===== config.mk =====
export PLATFORM = sky130hd
export DESIGN_NAME = smax_ctrl
export DESIGN_NICKNAME = d
export VERILOG_FILES = /design/src/sv/smax_pkg.sv /design/src/sv/smax_ctrl.sv
export SDC_FILE = /design/constraint.sdc
export NUM_CORES = 1
export LEC_CHECK = 0
export ABC_AREA = 1
export BUFFER_PORTS_ARGS = -buffer_cell sky130_fd_sc_hd__buf_2
export CAP_MARGIN = 20
export CORE_AREA = 5 5 42 44
export CTS_BUF_LIST = sky130_fd_sc_hd__clkbuf_8
export CTS_CLUSTER_SIZE = 40
export DETAILED_ROUTE_END_ITERATION = 10
export DIE_AREA = 0 0 47 49
export GPL_TIMING_DRIVEN = 0
export PLACE_DENSITY = 0.45
export SLEW_MARGIN = 40
export SYNTH_ARGS = -nofsm -noshare
export SYNTH_HDL_FRONTEND = slang
export SYNTH_SLANG_ARGS = --single-unit

===== constraint.sdc =====
create_clock -name i_clk -period 0.8 [get_ports i_clk]
set_input_delay 0.04 -clock i_clk [delete_from_list [all_inputs] [get_ports i_clk]]
set_output_delay 0.04 -clock i_clk [all_outputs]
set_load 0.01 [all_outputs]

===== src/sv/smax_pkg.sv =====
// ============================================================================
// smax_pkg
// Shared types and constants for the scatter-max table with argmax.
// ============================================================================
package smax_pkg;

    // Fixed field widths
    localparam int OPC_W    = 2;
    localparam int SEG_W    = 8;
    localparam int COL_W    = 4;
    localparam int SAMPLE_W = 32;
    localparam int ROW_W    = 16;

    // Command codes; the fourth code is unused and ignored
    typedef enum logic [OPC_W-1:0] {
        OP_CLEAR  = 2'd0,
        OP_UPDATE = 2'd1,
        OP_READ   = 2'd2
    } t_opcode;

    // Controller states, one-hot
    typedef enum logic [2:0] {
        ST_CLEAR = 3'b001,
        ST_IDLE  = 3'b010,
        ST_EXEC  = 3'b100
    } t_state;

    // One table entry as stored in memory
    typedef struct packed {
        logic                       valid;
        logic signed [SAMPLE_W-1:0] max_value;
        logic [ROW_W-1:0]           arg_row;
    } t_entry;

    // Commands from controller to datapath
    typedef struct packed {
        logic load;   // capture the beat and launch the memory read
        logic exec;   // compare and write back, or return the read result
        logic sweep;  // write one empty entry of the clearing pass
    } t_cmd;

    // Status from datapath to controller
    typedef struct packed {
        logic sweep_last;  // clearing pass is at its last entry
    } t_stat;

endpackage


===== src/sv/smax_ctrl.sv =====
// ============================================================================
// smax_ctrl
// Controller: sequences the clearing pass and the accept-then-compare command flow.
// ============================================================================
module smax_ctrl
    import smax_pkg::*;
(
    input  logic             i_clk,
    input  logic             i_rst_n,
    input  logic             start,
    input  logic [OPC_W-1:0] i_opcode,
    input  t_stat            i_stat,
    output t_cmd             o_cmd,
    output logic             busy
);

    t_state r_state;
    t_state n_state;

    // Next state
    always_comb begin
        n_state = r_state;
        unique case (r_state)
            ST_CLEAR: begin
                if (i_stat.sweep_last) begin
                    n_state = ST_IDLE;
                end
            end
            ST_IDLE: begin
                if (start) begin
                    if (i_opcode == OP_CLEAR) begin
                        n_state = ST_CLEAR;
                    end else begin
                        n_state = ST_EXEC;
                    end
                end
            end
            ST_EXEC: begin
                n_state = ST_IDLE;
            end
            default: begin
                n_state = ST_CLEAR;
            end
        endcase
    end

    // State register; reset starts with a clearing pass
    always_ff @(posedge i_clk) begin
        if (!i_rst_n) begin
            r_state <= ST_CLEAR;
        end else begin
            r_state <= n_state;
        end
    end

    // Decode commands
    always_comb begin
        o_cmd.load  = (r_state == ST_IDLE) && start;
        o_cmd.exec  = (r_state == ST_EXEC);
        o_cmd.sweep = (r_state == ST_CLEAR);
    end

    assign busy = (r_state != ST_IDLE);

endmodule


==> metrics.md, run 1 <==
| Metric | Value |
|---|---|
| Clk Latency, worst-skew pair | ~0.21 ns |
| Hold WC Path Type | in2reg |
| Register area | 66.3 um2 |
| Switching Fraction | ~30% |
| Initial Util | 13.3% |
| RSZ-0062 raised after global routing | yes |
| Reg-to-reg startpoint | r_state[0]$_SDFFE_PN1P_ |
| Total routed wirelength | between 400 and 500 um |
| Skew final | a little under 0.002 ns |
| Max IR drop VDD | 1170 uV |
| Yosys top cell area share | roughly a third |
| Synthesized Nets | 39 |
| Vias | between 200 and 250 |
| Non-Filler Instances | between 60 and 70 |
| Final setup vio count | 7 |
| FP Rows | 14 |
| DR vias/cell | 3.63 |
| Clk sinks | 3 |
| Fin crit share | 128% |
| Final Util | 23.0% |
| Failing checks | negative setup slack |
| Total power | 866 uW |
| Clock transition at path regs | 0.03 ns |
| CP Cell Sequence | nand3b_1, nor2_1, buf_2 |
| Area grow syn2layout | 73.2% |
| Post-DRT Antenna Nets | 0 |
| Pre-CTS WS | -0.178 ns |
| Root Driver | clkbuf_8 |
| Largest net degree at the start of global routing | 6 |
| R2r worst-path depth | 6 |
| Sum Neg Setup Slack | -1.21 ns |
| Combinational fraction of design power | 26.6% |
| Worst-case hold path end point | r_state[2]$_SDFFE_PN0P_ |
| Vias in the first global route | 210 |
| Worst Hold Margin | 0.0438 ns |
| RePlAce Congestion | 0.723 |
| Worst Path Class, Setup | reg2out |
| Post-route setup slack | -0.224 ns |
| Synthesized flop and latch total | 3 |
| Lkg Pwr | approximately 0.18 nW |
| Die Span X | ~47 um |
| HP Start | i_rst_n |
| Clock Power Share | just under 50% |
| Mapped Cells | 33 |
| Reg2reg setup slack | -0.22 ns |
| Layout cells sized above 1 | between 40% and 50% |
| Overall routing resource usage | approximately 5.4% |
| Die area | 2300 um2 |
| CP startpoint kind | flip-flop |
| Critical Path Max Stage Delay | between 0.3 and 0.4 ns |
| DP Area | ~250 um2 |
| Final hold vios | 0 |
| Worst endpoint data arrival time | approximately 0.98 ns |
| Syn avg cell area | roughly 5.6 um2 |
| P per Cell Area | around 2700 nW/um2 |
| Post-DP HPWL | 369 um |
| Number of library cell types mapped by synthesis | 7 |
| # hold bufs at CTS | 0 |
| Max reg flops | 3 |
| Largest Register | r_state |
| Top cell type by total area after synthesis | dfxtp_1 |
| Worst Hold Depth | 3 |
| TritonCTS Buffers | 3 |
| Critical Path End Type | output pin |
| Synth area leaders | dfxtp_1, inv_1, nor2_1 |
| Clock buffer depth | 2 |
| Syn Std Cell Area | ~190 um2 |
| DRC viols | 0 |
| Core Box Area | 1400 um2 |
| Area of the multi-input gates | 109 um2 |
| Max_slew headroom | between 80% and 90% |
| Post-route cell area | between 300 and 400 um2 |
| FF-to-FF End | r_state[0]$_SDFFE_PN1P_ |
| IO buf count | 9 |
| Worst-Margin Slew | roughly 0.17 ns |
| Slew Limit Fails | 0 |
| Internal Power | roughly 610 uW |
| Register area share after synthesis | 32.2% |
| Die height | a little under 50 um |
| Diodes inserted | 0 |
| Psw | 253 uW |
| GRT overflow | 0 |
| # H-tree levels | 1 |
| DRT Pass-1 Iters | 2 |
| Ys Warns | 0 |
| Nets | 54 |
| Maximum net fanout on the critical path | 5 |
| Placed Cells | 58 |
| TritonCTS clock tree | built |
| Max-cap violations | 0 |
| Seq pwr share | 24.6% |
| Fmax | between 0.9 and 1 GHz |
| Largest regs | r_state x3 |
| Crit path time final | between 1 and 1.5 ns |
| Filler instances | 168 |
| Drt initial violations | 4 |
| Io pins | 10 |
| Worst path slowest cell | dfxtp_4 |
| First-pass GRT wire length | between 800 and 900 um |
| Routed WL per cell | 7.87 um |
| Status | finished with violations |
| Initial antenna violation count | 0 |
| Req. time, crit path | 0.76 ns |
## cell type report
type / instances / area share [%]
Sequential cell: 3 / 20.5
Inverter: 8 / 9.30
Multi-Input combinational cell: 22 / 33.7
Clock inverter: 1 / 1.16
Clock buffer: 3 / 12.8
Tap cell: 16 / 6.20
Timing Repair Buffer: 10 / 16.3
## worst max path at each step
stage | startpoint | endpoint | slack (ns) | cells after the start
2_1_floorplan | r_state[0]$_SDFFE_PN1P_ | r_state[0]$_SDFFE_PN1P_ | -0.11 | 5
3_3_place_gp | r_state[1]$_SDFFE_PN0P_ | r_state[0]$_SDFFE_PN1P_ | -0.18 | 7
3_5_place_dp | r_state[1]$_SDFFE_PN0P_ | r_state[0]$_SDFFE_PN1P_ | -0.18 | 7
4_1_cts | r_state[0]$_SDFFE_PN1P_ | o_cmd[2] | -0.21 | 3
5_1_grt | r_state[0]$_SDFFE_PN1P_ | r_state[0]$_SDFFE_PN1P_ | -0.30 | 6
6_report | r_state[0]$_SDFFE_PN1P_ | o_cmd[2] | -0.22 | 3
## timing repair
action                                 CTS  global route
gates cloned                             0             0
gates resized for setup                  4             4
setup endpoints to repair                7             7
buffers inserted                         1             0
endpoints found under the hold margin    0             0
pin swaps                                4             5
## cell families (layout without fill, tap and decap cells)
logic type | after synthesis | after routing | synth area share [%]
and+or+nand+nor | 21 | 21 | 49.0
DFF | 3 | 3 | 32.2
buffers and inverters | 8 | 22 | 16.1
AOI/OAI and AO/OA | 1 | 1 | 2.68
## cell usage in the layout, fill, tap and decap left out
master and count:
clkbuf_8 3, buf_2 9, dfxtp_2 2, nand2_1 6, buf_4 1, nor2_1 6, nand2_2 1, inv_2 2
nand3_2 1, nand3_1 3, nor2_2 2, inv_1 7, dfxtp_4 1, nand3b_1 2, a21oi_1 1
## power groups by stage
stage / Sequential [mW] / Combinational [mW] / Clock, mW
floorplan: 0.200 / 0.143 / 0
global placement: 0.205 / 0.203 / 0
detailed placement: 0.206 / 0.201 / 0
CTS: 0.210 / 0.216 / 0.436
global route: 0.221 / 0.266 / 0.459
finish: 0.213 / 0.231 / 0.422
## critical path, delay by kind of cell, from the launching register on
| kind | cells | cell delay (ns) |
|---|---|---|
| simple gates | 2 | 0.30 |
| flops | 1 | 0.34 |
| buf+inv | 1 | 0.13 |
## cell usage after synthesis
master / instances
nand2_1: 7
nand3_1: 4
nand3b_1: 2
inv_1: 8
dfxtp_1: 3
nor2_1: 8
a21oi_1: 1
## metal layers
metal | up-vias | global-route usage [%] | share of wire (%)
met2 | 9 | 6.33 | 41
met5 | - | 0 | 0
met4 | 0 | 4.15 | 2.0
met3 | 3 | 3.32 | 9.3
li1 | 127 | - | -
met1 | 90 | 6.59 | 47
No activity file was read; power rests on OpenSTA's default activity.
==> inputs of run 2 (changes only) <==
--- a/config.mk
+++ b/config.mk
@@ -8,13 +8,13 @@
 export ABC_AREA = 1
 export BUFFER_PORTS_ARGS = -buffer_cell sky130_fd_sc_hd__buf_2
 export CAP_MARGIN = 20
-export CORE_AREA = 5 5 42 44
+export CORE_AREA = 8 8 45 47
 export CTS_BUF_LIST = sky130_fd_sc_hd__clkbuf_8
 export CTS_CLUSTER_SIZE = 40
 export DETAILED_ROUTE_END_ITERATION = 10
-export DIE_AREA = 0 0 47 49
+export DIE_AREA = 0 0 53 55
 export GPL_TIMING_DRIVEN = 0
-export PLACE_DENSITY = 0.45
+export PLACE_DENSITY = 0.44
 export SLEW_MARGIN = 40
 export SYNTH_ARGS = -nofsm -noshare
 export SYNTH_HDL_FRONTEND = slang
==> constraint.sdc (replaced) <==
create_clock -name i_clk -period 0.96 [get_ports i_clk]
set_input_delay 0.048 -clock i_clk [delete_from_list [all_inputs] [get_ports i_clk]]
set_output_delay 0.048 -clock i_clk [all_outputs]
set_load 0.01 [all_outputs]
==> run 2 against run 1 <==
  * The run still ends with negative setup slack left
  * Sequential power decreased by 19%
  * Critical path depth unchanged
  * Wire length increased by 3.8%
  * Power decreased by 16%
  * Die area increased by 27%
  * Via count decreased by 1.7%
  * Critical endpoint unchanged
  * Highest routed layer is now met3
==> metrics.md, run 2 (synthesis gave the netlist of run 1 again) <==
| Metric | Value |
|---|---|
| Skew final | 0.00246 ns (+0.000481 ns) |
| GRT overflow | 0 (unchanged) |
| Root Driver | clkbuf_8 |
| Post-DRT Antenna Nets | 0 (unchanged) |
| Final setup vio count | 4 (-3) |
| Max_slew headroom | 83.0% (-5.7 points) |
| Vias in the first global route | 195 (-7.1%) |
| Area grow syn2layout | 82.5% |
| Worst Path Class, Setup | reg2out |
| Hold WC Path Type | in2reg |
| Overall routing resource usage | 4.15% (-1.2 points) |
| RSZ-0062 raised after global routing | yes |
| Largest regs | r_state x3 |
| Non-Filler Instances | 63 (unchanged) |
| Top delay family on crit path | flip-flops |
| P per Cell Area | 2130 nW/um2 (-21%) |
| Req. time, crit path | 0.91 ns (+0.15 ns) |
| Status | finished with violations |
| Initial antenna violation count | 0 (unchanged) |
| Clk sinks | 3 (unchanged) |
| Final hold vios | 0 (unchanged) |
| Crit path time final | between 1 and 1.5 ns |
| Nets | 54 (unchanged) |
| Initial Util | 13.5% (+0.17 points) |
| DR vias/cell | 3.57 (-1.7%) |
| Critical Path Max Stage Delay | 0.32 ns (-0.02 ns) |
| Largest Register | r_state |
| IO buf count | 9 (unchanged) |
| FP Rows | 14 (unchanged) |
| Failing checks | negative setup slack |
| Largest net degree at the start of global routing | 6 (unchanged) |
| Placed Cells | 58 (unchanged) |
| Max reg flops | 3 (unchanged) |
| Clk Latency, worst-skew pair | 0.21 ns (about the same) |
| RePlAce Congestion | 0.704 (-2.5%) |
| Maximum net fanout on the critical path | 5 (unchanged) |
| Core Box Area | 1380 um2 (-1.2%) |
| Drt initial violations | 0 (-4) |
| Max IR drop VDD | 1290 uV (+10%) |
| Total routed wirelength | 515 um (+3.8%) |
| # hold bufs at CTS | 0 (unchanged) |
| Worst-Margin Slew | 0.254 ns (+0.0854 ns) |
| Worst path slowest cell | dfxtp_2 |
| TritonCTS clock tree | built |
| Commonest cells after routing, fill and taps aside | nand2_1, buf_2, nor2_1, inv_1 |
| Clock transition at path regs | 0.03 ns (about the same) |
| Max-cap violations | 0 (unchanged) |
| Post-DP HPWL | 417 um (+13%) |
| Io pins | 10 (unchanged) |
| Worst path bufs/invs | 1 (unchanged) |
| Slew Limit Fails | 0 (unchanged) |
| CP Cell Sequence | nand3b_1, nor2_1, buf_2 |
| Critical Path End Type | output pin |
| Worst endpoint data arrival time | 0.99 ns (about the same) |
| Die height | 55 um (+12%) |
| First-pass GRT wire length | 807 um (-5.6%) |
| Die Span X | 53 um (+13%) |
| Routed WL per cell | 8.17 um (+3.8%) |
| Vias | 225 (-1.7%) |
| Diodes inserted | 0 (unchanged) |
| # H-tree levels | 1 (unchanged) |
| Post-route setup slack | -0.0755 ns (+0.148 ns) |
| Fmax | between 0.9 and 1 GHz |
| CP startpoint kind | flip-flop |
| TritonCTS Buffers | 3 (unchanged) |
| Clock buffer depth | 2 (unchanged) |
| Lkg Pwr | 0.180 nW (-1.3%) |
| DRT Pass-1 Iters | 1 (-1) |
| Sum Neg Setup Slack | -0.153 ns (+1.06 ns) |
| Fin crit share | 108% |
| DRC viols | 0 (unchanged) |
| Layout cells sized above 1 | 48.9% (+2.1 points) |
| Final Util | 24.6% (+1.6 points) |
| Die area | 2920 um2 (+27%) |
-- run 2: final timing paths --
check / depth (start not counted) / to / slack (ns) / start
max: 3 / o_cmd[2] / -0.08 / r_state[0]$_SDFFE_PN1P_
min: 3 / r_state[2]$_SDFFE_PN0P_ / 0.05 / i_rst_n
max reg2reg: 5 / r_state[2]$_SDFFE_PN0P_ / -0.04 / r_state[0]$_SDFFE_PN1P_
min reg2reg: 3 / r_state[1]$_SDFFE_PN0P_ / 0.58 / r_state[2]$_SDFFE_PN0P_
-- run 2: routing by layer --
metal	share of wire [%]	wire, um	GRT usage, %	vias to the layer above
met4	0	0	3.88	0
met5	0	0	0	-
li1	-	-	-	126
met3	17	88	4.81	0
met2	36	185	3.52	8
met1	47	242	4.70	91
-- run 2: timing repair --
item / in CTS / in global routing
cloned: 0 / 0
pin swaps: 2 / 3
setup buffers: 1 / 0
setup endpoints to repair: 5 / 6
resized for setup: 5 / 8
-- run 2: cell type report --
type | count | area [um2]
fillers | 161 | 1040
multi-input cells | 22 | 116
repair buffers | 10 | 65.1
flip-flops and latches | 3 | 63.8
clock buffers | 3 | 41.3
inverters | 8 | 30.0
well taps | 16 | 20.0
clock inverters | 1 | 3.75
-- run 2: metrics by stage --
stage	hold slack (ns)	instance area, um2	total power [mW]	worst slack, ns
after detailed placement	0.284	251	0.336	-0.0124
after CTS	0.0561	310	0.707	-0.105
after global placement	0.283	251	0.334	-0.0105
after floorplan	0.160	186	0.279	0.0499
final	0.0540	340	0.726	-0.0755
after global routing	0.0585	340	0.794	-0.141
-- run 2: tightest hold or removal path, cell delays in order --
cell and delay [ns]:
buf_2 0.10, inv_1 0.04, nor2_1 0.03
-- run 2: power breakdown --
part           switching, mW  internal [mW]  leakage, nW
logic                  0.111         0.0965        0.128
registers             0.0216          0.151       0.0253
clock network         0.0741          0.271       0.0269
